==> src/rtl/cmta_pkg.sv <==
package cmta_pkg;

    // Face size limit and derived widths
    localparam int MAX_FACE_DIM = 1024;
    localparam int DIM_W        = $clog2(MAX_FACE_DIM + 1);
    localparam int DIM_RESET    = 512;

    // Fixed field widths
    localparam int DIR_W      = 16;
    localparam int CFG_IDX_W  = 2;
    localparam int CFG_DATA_W = 11;
    localparam int FACE_W     = 3;
    localparam int COL_W      = 10;
    localparam int ROW_W      = 10;
    localparam int ADDR_W     = 20;

    // Datapath widths
    localparam int MAG_W = DIR_W + 1;      // magnitude, 2*ma, sc+ma, ma-tc
    localparam int SGN_W = DIR_W + 2;      // signed face coordinates
    localparam int NUM_W = MAG_W + DIM_W;  // dividend (coord * size)
    localparam int QUO_W = DIM_W;          // quotient never exceeds the size

    typedef enum logic [CFG_IDX_W-1:0] {
        REG_FACE_WIDTH  = 2'd0,
        REG_FACE_HEIGHT = 2'd1
    } t_cfg_reg;

    typedef enum logic [FACE_W-1:0] {
        FACE_POS_X = 3'd0,
        FACE_NEG_X = 3'd1,
        FACE_POS_Y = 3'd2,
        FACE_NEG_Y = 3'd3,
        FACE_POS_Z = 3'd4,
        FACE_NEG_Z = 3'd5
    } t_face;

    typedef struct packed {
        logic             valid;
        logic             invalid;
        t_face            face;
        logic [MAG_W-1:0] u;     // sc + ma
        logic [MAG_W-1:0] v;     // ma - tc
        logic [MAG_W-1:0] den;   // 2 * ma
    } t_sel;

    typedef struct packed {
        logic             valid;
        logic             invalid;
        t_face            face;
        logic [NUM_W-1:0] rem_c;
        logic [NUM_W-1:0] rem_r;
        logic [MAG_W-1:0] den;
        logic [QUO_W-1:0] quo_c;
        logic [QUO_W-1:0] quo_r;
    } t_div;

    typedef struct packed {
        logic             valid;
        logic             invalid;
        t_face            face;
        logic [COL_W-1:0] col;
        logic [ROW_W-1:0] row;
        logic [ROW_W-1:0] flip;
    } t_wrap;

    typedef struct packed {
        logic              valid;
        logic              invalid;
        t_face             face;
        logic [COL_W-1:0]  col;
        logic [ROW_W-1:0]  row;
        logic [ADDR_W-1:0] addr;
    } t_out;

    // Zero reads as one, oversize reads as the limit
    function automatic logic [DIM_W-1:0] clamp_dim(input logic [CFG_DATA_W-1:0] d);
        logic [DIM_W-1:0] r;
        if (d == '0) begin
            r = DIM_W'(1);
        end else if (int'(d) > MAX_FACE_DIM) begin
            r = DIM_W'(MAX_FACE_DIM);
        end else begin
            r = DIM_W'(d);
        end
        return r;
    endfunction

endpackage

==> src/rtl/cmta_if.sv <==
interface cmta_dir_if import cmta_pkg::*; ();
    logic                    valid;
    logic                    ready;
    logic signed [DIR_W-1:0] dir_x;
    logic signed [DIR_W-1:0] dir_y;
    logic signed [DIR_W-1:0] dir_z;

    modport source (output valid, output dir_x, output dir_y, output dir_z, input ready);
    modport sink   (input valid, input dir_x, input dir_y, input dir_z, output ready);
endinterface

interface cmta_res_if import cmta_pkg::*; ();
    logic              valid;
    logic              ready;
    logic [FACE_W-1:0] cube_face;
    logic [COL_W-1:0]  texel_col;
    logic [ROW_W-1:0]  texel_row;
    logic [ADDR_W-1:0] texel_address;
    logic              invalid;

    modport source (output valid, output cube_face, output texel_col, output texel_row,
                    output texel_address, output invalid, input ready);
    modport sink   (input valid, input cube_face, input texel_col, input texel_row,
                    input texel_address, input invalid, output ready);
endinterface

interface cmta_cfg_if import cmta_pkg::*; ();
    logic                  valid;
    logic                  ready;
    logic [CFG_IDX_W-1:0]  index;
    logic [CFG_DATA_W-1:0] data;

    modport source (output valid, output index, output data, input ready);
    modport sink   (input valid, input index, input data, output ready);
endinterface

==> src/rtl/cube_map_texel_address_unit.sv <==
// Cube map face selection and texel addressing.
//
// i_dir  : one direction vector (signed Q2.14 x, y, z) per transaction.
// o_res  : face index, texel column/row (after repeat wrap) and the linear
//          texel address within the face (row flipped), plus an invalid flag
//          for an all-zero direction (all other fields then read zero).
// i_cfg  : register writes, index 0 face_width, 1 face_height; other indexes
//          are dropped. Always ready. Write only while the unit is drained.
//
// 15 register stages: select, multiply, 11 divider stages (one quotient bit
// each, set by the 11-bit quotient range of a 1024-texel face), wrap/flip,
// address. Throughput is one transaction per cycle while the receiver does
// not stall.
// Reset (synchronous, active low) empties the pipeline and sets both face
// sizes to 512. When the receiver stalls, the whole pipeline holds; i_dir
// stays ready as long as the output register is empty or being drained.
module cube_map_texel_address_unit import cmta_pkg::*; (
    input  logic        i_clk,
    input  logic        i_rst_n,
    cmta_dir_if.sink    i_dir,
    cmta_cfg_if.sink    i_cfg,
    cmta_res_if.source  o_res
);

    // Face sizes, stored already clamped
    logic [DIM_W-1:0] r_face_w;
    logic [DIM_W-1:0] r_face_h;

    // Pipeline registers
    t_sel  r_sel,  n_sel;
    t_div  r_dv [QUO_W+1];     // [0] is the multiply stage, [k] has k quotient bits
    t_div  n_dv [QUO_W+1];
    t_wrap r_wrap, n_wrap;
    t_out  r_out,  n_out;

    logic w_adv;

    // Single stall domain: everything moves when the output slot frees up
    assign w_adv       = !r_out.valid || o_res.ready;
    assign i_dir.ready = w_adv;
    assign i_cfg.ready = 1'b1;

    //--------------------------------------------------------------------
    // Configuration
    //--------------------------------------------------------------------
    always_ff @(posedge i_clk) begin
        if (!i_rst_n) begin
            r_face_w <= DIM_W'(DIM_RESET);
            r_face_h <= DIM_W'(DIM_RESET);
        end else if (i_cfg.valid) begin
            case (t_cfg_reg'(i_cfg.index))
                REG_FACE_WIDTH:  r_face_w <= clamp_dim(i_cfg.data);
                REG_FACE_HEIGHT: r_face_h <= clamp_dim(i_cfg.data);
                default: ;
            endcase
        end
    end

    //--------------------------------------------------------------------
    // Stage 1: major axis, face, sc/tc, offsets into [0, 2*ma]
    //--------------------------------------------------------------------
    always_comb begin
        logic signed [SGN_W-1:0] sx, sy, sz, sc, tc, ma;
        logic [MAG_W-1:0]        ax, ay, az, mm;
        logic signed [SGN_W-1:0] su, sv;
        sx = SGN_W'(i_dir.dir_x);
        sy = SGN_W'(i_dir.dir_y);
        sz = SGN_W'(i_dir.dir_z);
        ax = MAG_W'(sx < 0 ? -sx : sx);
        ay = MAG_W'(sy < 0 ? -sy : sy);
        az = MAG_W'(sz < 0 ? -sz : sz);

        n_sel.valid   = i_dir.valid;
        n_sel.invalid = (sx == '0) && (sy == '0) && (sz == '0);

        // Strict compares: ties fall through to Y, then Z
        if (ax > ay && ax > az) begin
            mm = ax;
            tc = -sy;
            if (sx > 0) begin
                n_sel.face = FACE_POS_X;
                sc         = -sz;
            end else begin
                n_sel.face = FACE_NEG_X;
                sc         = sz;
            end
        end else if (ay > az) begin
            mm = ay;
            sc = sx;
            if (sy > 0) begin
                n_sel.face = FACE_POS_Y;
                tc         = sz;
            end else begin
                n_sel.face = FACE_NEG_Y;
                tc         = -sz;
            end
        end else begin
            mm = az;
            tc = -sy;
            if (sz > 0) begin
                n_sel.face = FACE_POS_Z;
                sc         = sx;
            end else begin
                n_sel.face = FACE_NEG_Z;
                sc         = -sx;
            end
        end

        ma        = SGN_W'(mm);
        su        = sc + ma;
        sv        = ma - tc;
        n_sel.u   = MAG_W'(su);
        n_sel.v   = MAG_W'(sv);
        n_sel.den = MAG_W'({mm, 1'b0});
    end

    //--------------------------------------------------------------------
    // Stage 2: scale by face size to form the dividends
    //--------------------------------------------------------------------
    always_comb begin
        n_dv[0].valid   = r_sel.valid;
        n_dv[0].invalid = r_sel.invalid;
        n_dv[0].face    = r_sel.face;
        n_dv[0].rem_c   = NUM_W'(r_sel.u) * NUM_W'(r_face_w);
        n_dv[0].rem_r   = NUM_W'(r_sel.v) * NUM_W'(r_face_h);
        n_dv[0].den     = r_sel.den;
        n_dv[0].quo_c   = '0;
        n_dv[0].quo_r   = '0;
    end

    //--------------------------------------------------------------------
    // Stages 3..13: restoring division, one quotient bit per stage, MSB first.
    // Dividend < den * 2^QUO_W, so the quotient fits.
    //--------------------------------------------------------------------
    for (genvar k = 0; k < QUO_W; k++) begin : g_div
        localparam int B = QUO_W - 1 - k;
        always_comb begin
            logic [NUM_W-1:0] trial;
            trial = NUM_W'(r_dv[k].den) << B;
            n_dv[k+1] = r_dv[k];
            if (r_dv[k].rem_c >= trial) begin
                n_dv[k+1].rem_c    = r_dv[k].rem_c - trial;
                n_dv[k+1].quo_c[B] = 1'b1;
            end
            if (r_dv[k].rem_r >= trial) begin
                n_dv[k+1].rem_r    = r_dv[k].rem_r - trial;
                n_dv[k+1].quo_r[B] = 1'b1;
            end
        end
    end

    //--------------------------------------------------------------------
    // Stage 14: repeat wrap (quotient equal to size -> 0), vertical flip
    //--------------------------------------------------------------------
    always_comb begin
        logic [DIM_W-1:0] col_w, row_w, flip_w;
        col_w  = (r_dv[QUO_W].quo_c >= r_face_w) ? '0 : r_dv[QUO_W].quo_c;
        row_w  = (r_dv[QUO_W].quo_r >= r_face_h) ? '0 : r_dv[QUO_W].quo_r;
        flip_w = r_face_h - DIM_W'(1) - row_w;
        n_wrap.valid   = r_dv[QUO_W].valid;
        n_wrap.invalid = r_dv[QUO_W].invalid;
        n_wrap.face    = r_dv[QUO_W].face;
        n_wrap.col     = COL_W'(col_w);
        n_wrap.row     = ROW_W'(row_w);
        n_wrap.flip    = ROW_W'(flip_w);
    end

    //--------------------------------------------------------------------
    // Stage 15: linear address; zero the fields of an invalid direction
    //--------------------------------------------------------------------
    always_comb begin
        n_out.valid   = r_wrap.valid;
        n_out.invalid = r_wrap.invalid;
        if (r_wrap.invalid) begin
            n_out.face = FACE_POS_X;
            n_out.col  = '0;
            n_out.row  = '0;
            n_out.addr = '0;
        end else begin
            n_out.face = r_wrap.face;
            n_out.col  = r_wrap.col;
            n_out.row  = r_wrap.row;
            n_out.addr = ADDR_W'(ADDR_W'(r_wrap.flip) * ADDR_W'(r_face_w)
                                 + ADDR_W'(r_wrap.col));
        end
    end

    //--------------------------------------------------------------------
    // Pipeline registers
    //--------------------------------------------------------------------
    always_ff @(posedge i_clk) begin
        if (!i_rst_n) begin
            r_sel  <= '0;
            r_wrap <= '0;
            r_out  <= '0;
            for (int i = 0; i <= QUO_W; i++) begin
                r_dv[i] <= '0;
            end
        end else if (w_adv) begin
            r_sel  <= n_sel;
            r_wrap <= n_wrap;
            r_out  <= n_out;
            for (int i = 0; i <= QUO_W; i++) begin
                r_dv[i] <= n_dv[i];
            end
        end
    end

    assign o_res.valid         = r_out.valid;
    assign o_res.invalid       = r_out.invalid;
    assign o_res.cube_face     = r_out.face;
    assign o_res.texel_col     = r_out.col;
    assign o_res.texel_row     = r_out.row;
    assign o_res.texel_address = r_out.addr;

    //--------------------------------------------------------------------
    // Assertions
    //--------------------------------------------------------------------
    a_invalid_zero: assert property (@(posedge i_clk) disable iff (!i_rst_n)
        o_res.valid && o_res.invalid |->
            o_res.cube_face == '0 && o_res.texel_col == '0 &&
            o_res.texel_row == '0 && o_res.texel_address == '0)
        else $error("invalid result carries nonzero fields");

    a_in_face: assert property (@(posedge i_clk) disable iff (!i_rst_n)
        o_res.valid && !o_res.invalid |->
            DIM_W'(o_res.texel_col) < r_face_w && DIM_W'(o_res.texel_row) < r_face_h)
        else $error("texel coordinate outside the face");

    a_face_code: assert property (@(posedge i_clk) disable iff (!i_rst_n)
        o_res.valid |-> o_res.cube_face <= FACE_NEG_Z)
        else $error("face index out of range");

    a_quo_bound: assert property (@(posedge i_clk) disable iff (!i_rst_n)
        r_dv[QUO_W].valid && !r_dv[QUO_W].invalid |->
            r_dv[QUO_W].quo_c <= r_face_w && r_dv[QUO_W].quo_r <= r_face_h)
        else $error("divider quotient exceeds face size");

endmodule
==> src/flat_wrapper.sv <==
// flat-port wrapper written by rule: the top's interface ports become plain ports
module cube_map_texel_address_unit_flat import cmta_pkg::*;
  (i_clk, i_rst_n, i_dir_valid, i_dir_dir_x, i_dir_dir_y, i_dir_dir_z, i_dir_ready, i_cfg_valid, i_cfg_index, i_cfg_data, i_cfg_ready, o_res_valid, o_res_cube_face, o_res_texel_col, o_res_texel_row, o_res_texel_address, o_res_invalid, o_res_ready);
  cmta_dir_if i_dir_i ();
  cmta_cfg_if i_cfg_i ();
  cmta_res_if o_res_i ();
  input  logic i_clk;
  input  logic i_rst_n;
  input wire logic [$bits(i_dir_i.valid)-1:0] i_dir_valid;
  input wire logic [$bits(i_dir_i.dir_x)-1:0] i_dir_dir_x;
  input wire logic [$bits(i_dir_i.dir_y)-1:0] i_dir_dir_y;
  input wire logic [$bits(i_dir_i.dir_z)-1:0] i_dir_dir_z;
  output wire logic [$bits(i_dir_i.ready)-1:0] i_dir_ready;
  input wire logic [$bits(i_cfg_i.valid)-1:0] i_cfg_valid;
  input wire logic [$bits(i_cfg_i.index)-1:0] i_cfg_index;
  input wire logic [$bits(i_cfg_i.data)-1:0] i_cfg_data;
  output wire logic [$bits(i_cfg_i.ready)-1:0] i_cfg_ready;
  output wire logic [$bits(o_res_i.valid)-1:0] o_res_valid;
  output wire logic [$bits(o_res_i.cube_face)-1:0] o_res_cube_face;
  output wire logic [$bits(o_res_i.texel_col)-1:0] o_res_texel_col;
  output wire logic [$bits(o_res_i.texel_row)-1:0] o_res_texel_row;
  output wire logic [$bits(o_res_i.texel_address)-1:0] o_res_texel_address;
  output wire logic [$bits(o_res_i.invalid)-1:0] o_res_invalid;
  input wire logic [$bits(o_res_i.ready)-1:0] o_res_ready;
  assign i_dir_i.valid = i_dir_valid;
  assign i_dir_i.dir_x = i_dir_dir_x;
  assign i_dir_i.dir_y = i_dir_dir_y;
  assign i_dir_i.dir_z = i_dir_dir_z;
  assign i_dir_ready = i_dir_i.ready;
  assign i_cfg_i.valid = i_cfg_valid;
  assign i_cfg_i.index = i_cfg_index;
  assign i_cfg_i.data = i_cfg_data;
  assign i_cfg_ready = i_cfg_i.ready;
  assign o_res_valid = o_res_i.valid;
  assign o_res_cube_face = o_res_i.cube_face;
  assign o_res_texel_col = o_res_i.texel_col;
  assign o_res_texel_row = o_res_i.texel_row;
  assign o_res_texel_address = o_res_i.texel_address;
  assign o_res_invalid = o_res_i.invalid;
  assign o_res_i.ready = o_res_ready;
  cube_map_texel_address_unit u_core (.i_clk(i_clk), .i_rst_n(i_rst_n), .i_dir(i_dir_i), .i_cfg(i_cfg_i), .o_res(o_res_i));
endmodule
==> config.mk <==
export PLATFORM = sky130hd
export DESIGN_NAME = cube_map_texel_address_unit_flat
export DESIGN_NICKNAME = d
export VERILOG_FILES = /design/src/rtl/cmta_pkg.sv /design/src/rtl/cmta_if.sv /design/src/rtl/cube_map_texel_address_unit.sv /design/src/flat_wrapper.sv
export SDC_FILE = /design/constraint.sdc
export NUM_CORES = 2
export LEC_CHECK = 0
export BUFFER_PORTS_ARGS = -buffer_cell sky130_fd_sc_hd__buf_2
export CAP_MARGIN = 40
export CELL_PAD_IN_SITES_DETAIL_PLACEMENT = 1
export CELL_PAD_IN_SITES_GLOBAL_PLACEMENT = 2
export CORE_MARGIN = 2
export CORE_UTILIZATION = 40
export DETAILED_ROUTE_END_ITERATION = 10
export GPL_TIMING_DRIVEN = 0
export PLACE_DENSITY = 0.75
export SLEW_MARGIN = 0
export SYNTH_ARGS = -nofsm -noshare
export SYNTH_HDL_FRONTEND = slang
export SYNTH_SLANG_ARGS = --single-unit
==> constraint.sdc <==
create_clock -name i_clk -period 37.4 [get_ports i_clk]
set_input_delay 7.48 -clock i_clk [delete_from_list [all_inputs] [get_ports i_clk]]
set_output_delay 7.48 -clock i_clk [all_outputs]
set_load 0.01 [all_outputs]
# Word level (Yosys, flattened, before mapping)

Memories as Yosys holds them, arrays and structs flattened.
Index checks and enable logic that the tools add are counted.

Bits in registers: 157
RAM bits: 1200
Input bits: 66
Logic and storage cells: 195
Memories kept: 1

Memories:

| name        | depth | bits a word | read ports | clocked after Yosys merged registers in | write ports | RTL line                          | text |
|---|---|---|---|---|---|---|---|
| u_core.r_dv | 12    | 100         | 12         | 0                                       | 12          | cube_map_texel_address_unit.sv:31 | `t_div r_dv [QUO_W+1];` |

Add/sub/neg operators: 30
Multipliers: 3
Magnitude comparators: 34
Equal/unequal tests: 1
Mux-type cells: 82
Bitwise logic cells: 12
Reductions and logical operators: 12

Operators by type and width:

| operator                                     | number |
|---|---|
| 2-to-1 mux 100 bit                           | 12 |
| 2-to-1 mux 28 bit                            | 22 |
| 2-to-1 mux 17 bit                            | 12 |
| greater-or-equal comparator 28 x 17 -> 1 bit | 2 |
| greater-or-equal comparator 28 x 18 -> 1 bit | 2 |
| greater-or-equal comparator 28 x 19 -> 1 bit | 2 |
| greater-or-equal comparator 28 x 20 -> 1 bit | 2 |
| greater-or-equal comparator 28 x 21 -> 1 bit | 2 |
| greater-or-equal comparator 28 x 22 -> 1 bit | 2 |
| greater-or-equal comparator 28 x 23 -> 1 bit | 2 |
| greater-or-equal comparator 28 x 24 -> 1 bit | 2 |
| greater-or-equal comparator 28 x 25 -> 1 bit | 2 |
| greater-or-equal comparator 28 x 26 -> 1 bit | 2 |
| greater-or-equal comparator 28 x 27 -> 1 bit | 2 |
| multiplier 17 x 11 -> 28 bit                 | 2 |
| subtractor 28 x 17 -> 28 bit                 | 2 |
| subtractor 28 x 18 -> 28 bit                 | 2 |
| subtractor 28 x 19 -> 28 bit                 | 2 |
| subtractor 28 x 20 -> 28 bit                 | 2 |
| subtractor 28 x 21 -> 28 bit                 | 2 |
| subtractor 28 x 22 -> 28 bit                 | 2 |
| subtractor 28 x 23 -> 28 bit                 | 2 |
| subtractor 28 x 24 -> 28 bit                 | 2 |
| subtractor 28 x 25 -> 28 bit                 | 2 |
| other kinds (28)                             | 86 |

# Longest topological paths before layout

Depth in word-level cells: 6
Mapped depth: 39
Gate-level depth less buffers: 34

# Least setup slack after synthesis

OpenSTA, ideal clock, no wires.

Path kind: in2reg
Start: in o_res_ready
End: mem u_core.r_dv[0][23] (netlist bit) (enable)
Arrival: 27.052 ns
Data required time: 36.083 ns
Path slack: 9.031 ns
Stages: 6
Buffers on the path: 3
Cells stage by stage: nor2b_1 > clkbuf_1 > and2_1 > clkbuf_1 > clkbuf_1 > inv_1

RTL lines:

| element            | RTL line                          | text |
|---|---|---|
| start: declaration | flat_wrapper.sv:24                | `input wire logic [$bits(o_res_i.ready)-1:0] o_res_ready;` |
| end: declaration   | cube_map_texel_address_unit.sv:31 |  |

# Final worst setup path

Start: in o_res_ready
End: out i_dir_ready

Longest elaborated chain between the ends: 1

RTL lines:

| element          | RTL line                          | text |
|---|---|---|
| logical OR 1 bit | cube_map_texel_address_unit.sv:39 | `assign w_adv = !r_out.valid \|\| o_res.ready;` |
| end: declaration | flat_wrapper.sv:13                | `output wire logic [$bits(i_dir_i.ready)-1:0] i_dir_ready;` |

Every way passes these cells.

==> run_results.csv <==
group,metric,value,unit
status,status,"finished, final reports clean",
placement,place_worst_setup_slack,20.29,ns
timing,slew_headroom,35.19,%
drt,drt_iter0_drc,4351,
global_routing,grt_overflow_total,0,
synth,synth_compound_area_share,10.65,%
power_and_ir_drop,p_leak,0.04131,uW
synth,synthAdderAreaFrac,18.88,%
clock_network,cts_resized,0,
clock_network,clk_pin_slew,0.06,ns
timing,tns,0,ns
clock_network,hold_buffers,0,
placement,placed_cell_area,87760,um^2
timing,postLayoutSetupSlackWorst,20.29,ns
clock_network,clock-sinks,1141,
global_routing,grt_max_degree,134,
critical_path,cp_max_fo,10,
drt,drc_errors,0,
global_routing,grt_first_pass_wirelength,453100,um
die,start_util,40.18,%
job,maxCapViolCount,0,
synth,ys_seq_elements,1141,
timing,fin_crit_sh,45.76,%
clock_network,cts_max_path_buffers,3,
power_and_ir_drop,power.total,6838,uW
timing,hold_viol,0,
power_and_ir_drop,powerDensity,73.81,nW/um^2
critical_path,worstSetupPathType,"in2out",
timing,min_period,17.11,ns
synth,synthSimpleGateAreaFrac,18.21,%
die,die_height,459.6,um
die,fp-row-count,167,
die,fp.dieArea,211200,um^2
synth,synth_top_area_cell,"edfxtp_1",
synth,synth_top_area_share,35.59,%
synth,synthFlopType,"edfxtp_1",
cells_and_area,n_fill_cell,23120,
clock_network,post_cts_buffers,0,
timing,final-setup-viol-count,0,
die,coreArea,206700,um^2
synth,synth_top_family_by_area,"adder cells",
synth,synth_area_per_cell,9.892,um^2
timing,worst_pin_slew,0.9596,ns
placement,portBuffers,101,
clock_network,cts_tree,"yes",
critical_path,crit_path_end,"i_dir_ready",
timing,skew,0.03968,ns
critical_path,end_kind,"output port",
global_routing,antenna_found_initial,31,
drt,wl_per_cell,26.87,um
die,io_pins,113,
synth,synth.area.mux_share,2.785,%
critical_path,crit_arrival,9.63,ns
clock_network,clk-insertion-delay-late,0.82,ns
min_path,hold_class,"reg2reg",
synth,syn_nets,9490,
clock_network,ctsHtreeMaxLevel,4,
drt,vias_per_cell,5.605,
cells_and_area,stdcell_area,92640,um^2
cells_and_area,nets,9788,
critical_path,rr_startpoint,"u_core.r_face_h[6]",
placement,place_hpwl,250900,um
cells_and_area,layout-drive-gt1-share,5.691,%
synth,seq_area_frac_synth,39.38,%
synth,ys_types,100,
synth,async_flop_share,0,%
global_routing,grt_use_total,29.20,%
power_and_ir_drop,vdd_drop_max,0.04061,mV
synth,synth_xor_area_share,4.838,%
cells_and_area,area_delta_synth_final,11.58,%
critical_path,reg2regPathDepth,21,
synth,synth_area_leaders,"edfxtp_1, ha_1, fa_1",
clock_network,cts_buffers,136,
clock_network,cts-root-buf,"clkbuf_16",
drt,vias,64590,
synth,synth_edf_count,984,
critical_path,r2r_end,"u_core.r_dv[0][65]",
timing,slew_violations,0,
synth,synth_area,83020,um^2
timing,rsz0062_at_grt,"false",
global_routing,grt_pass1_vias,66810,
critical_path,rrSetupSlack,29.55,ns
critical_path,cp-startpoint,"o_res_ready",
placement,finalWeightedCongestion,0.9114,
critical_path,critPathLaunchType,"input port",
drt,first_pass_iters,7,
timing,fmax,58.43,MHz
critical_path,cp.required,29.92,ns
die,fp.dieW,459.6,um
drt,drtAntennaViolNets,0,
drt,drt-total-wl,309600,um
synth,syn_inst,8393,
synth,synth_warnings,0,
## final cells by class
class	count	area [um^2]	share of cell area [%]
flip-flops and latches	1141	32690	35.29
clock inverters	89	1257	1.357
clock buffers	162	3571	3.855
multi-input cells	6111	45980	49.63
plain buffers	384	1529	1.650
diodes	15	37.54	0.04052
inverters	757	2849	3.075
well taps	2704	3383	3.652
repair buffers	160	1344	1.451
## kinds of logic after synthesis
family,count (synthesis)
compound gates,1334
xor+xnor,456
fa+ha+maj,1031
buf+inv,1141
flops,1141
mux,228
other cells,1
simple gates,3061
## stage by stage
step / utilization [%] / instances / hold WS (ns)
floorplan: - / 8393 / 0.4365
global placement: 42.06 / 11200 / 0.4506
detailed placement: 42.47 / 11260 / 0.4591
CTS: 44.80 / 11510 / 0.4672
global route: 44.81 / 11510 / 0.4843
finish: 44.83 / 11520 / 0.4667
## critical path, cell delays in order
cell and delay, ns:
buf_2 0.08, nor2b_1 0.04, clkbuf_1 0.28, buf_16 0.25, clkinv_1 0.12, clkbuf_1 0.22
buf_8 0.20, buf_1 0.62, buf_2 0.32
## state kept, by name, summed over array words and instances (netlist names), 2 cells and up
name,count
u_core.o_res.texel_row,10
u_core.r_wrap,33
u_core.o_res.texel_address,20
u_core.r_face_h,11
u_core.n_out,2
u_core.o_res.cube_face,3
u_core.r_dv,984
u_core.r_face_w,11
u_core.r_sel,34
u_core.n_dv,21
u_core.o_res.texel_col,10
## cell usage after synthesis, drive strengths merged (13+ instances only)
library cell	instances
a21boi	102
buf	44
nor3	131
nor4	70
o31a	18
o31ai	22
and2	333
or4	27
or2	22
inv	755
nand2b	83
nor2	849
mux2i	214
edfxtp	984
nand4	66
nand3	94
nor4b	17
a31o	13
clkbuf	340
nand2	771
nor2b	137
ha	661
xor2	176
o21a	52
o211ai	20
a22o	51
mux2	14
o211a	16
nor3b	29
and3	309
a31oi	40
fa	370
a21o	148
dfxtp	157
o41ai	21
a21oi	338
xnor2	280
or3	62
nand4b	19
o21bai	26
o21ai	286
a211oi	70
## worst min path at each step
| stage | start | to | slack, ns | cells after the start |
|---|---|---|---|---|
| final | u_core.n_dv[1199] | u_core.n_dv[1199] | 0.47 | 2 |
| after CTS | u_core.n_dv[1123] | u_core.n_dv[1123] | 0.47 | 2 |
| after floorplan | u_core.n_dv[1138] | u_core.n_dv[1138] | 0.44 | 2 |
| after detailed placement | u_core.n_dv[1199] | u_core.n_dv[1199] | 0.46 | 2 |
| after global placement | u_core.r_wrap[32] | u_core.o_res.cube_face[2] | 0.45 | 1 |
| after global routing | u_core.r_wrap[13] | u_core.o_res.texel_row[3] | 0.48 | 1 |
## placed cells by master, fill, tap and decap left out, types with 308 or more instances in the layout
cell type	netlist	final
edfxtp_1	984	984
nor2_1	846	846
nand2_1	771	771
inv_1	755	754
ha_1	661	661
fa_1	370	370
clkbuf_1	340	348
a21oi_1	335	335
and2_1	332	332
and3_1	308	308
## per-layer routing
layer | global-route usage (%) | share of wire, % | up-vias | wire, um
li1 | - | - | 29840 | -
met1 | 39.23 | 45 | 32860 | 138000
met2 | 48.64 | 48 | 1459 | 147100
met3 | 2.910 | 4.0 | 426 | 12440
met4 | 10.96 | 3.9 | 2 | 12020
met5 | 0 | 0.0026 | - | 8
## where the power goes
| part | switching (uW) | internal, uW | leakage [uW] | total, uW |
|---|---|---|---|---|
| combinational | 2120 | 1360 | 0.0258 | 3480 |
| clock | 604 | 825 | 0.00232 | 1430 |
| sequential | 231 | 1700 | 0.0132 | 1930 |
Note: power is estimated with default switching activity, not from simulation.
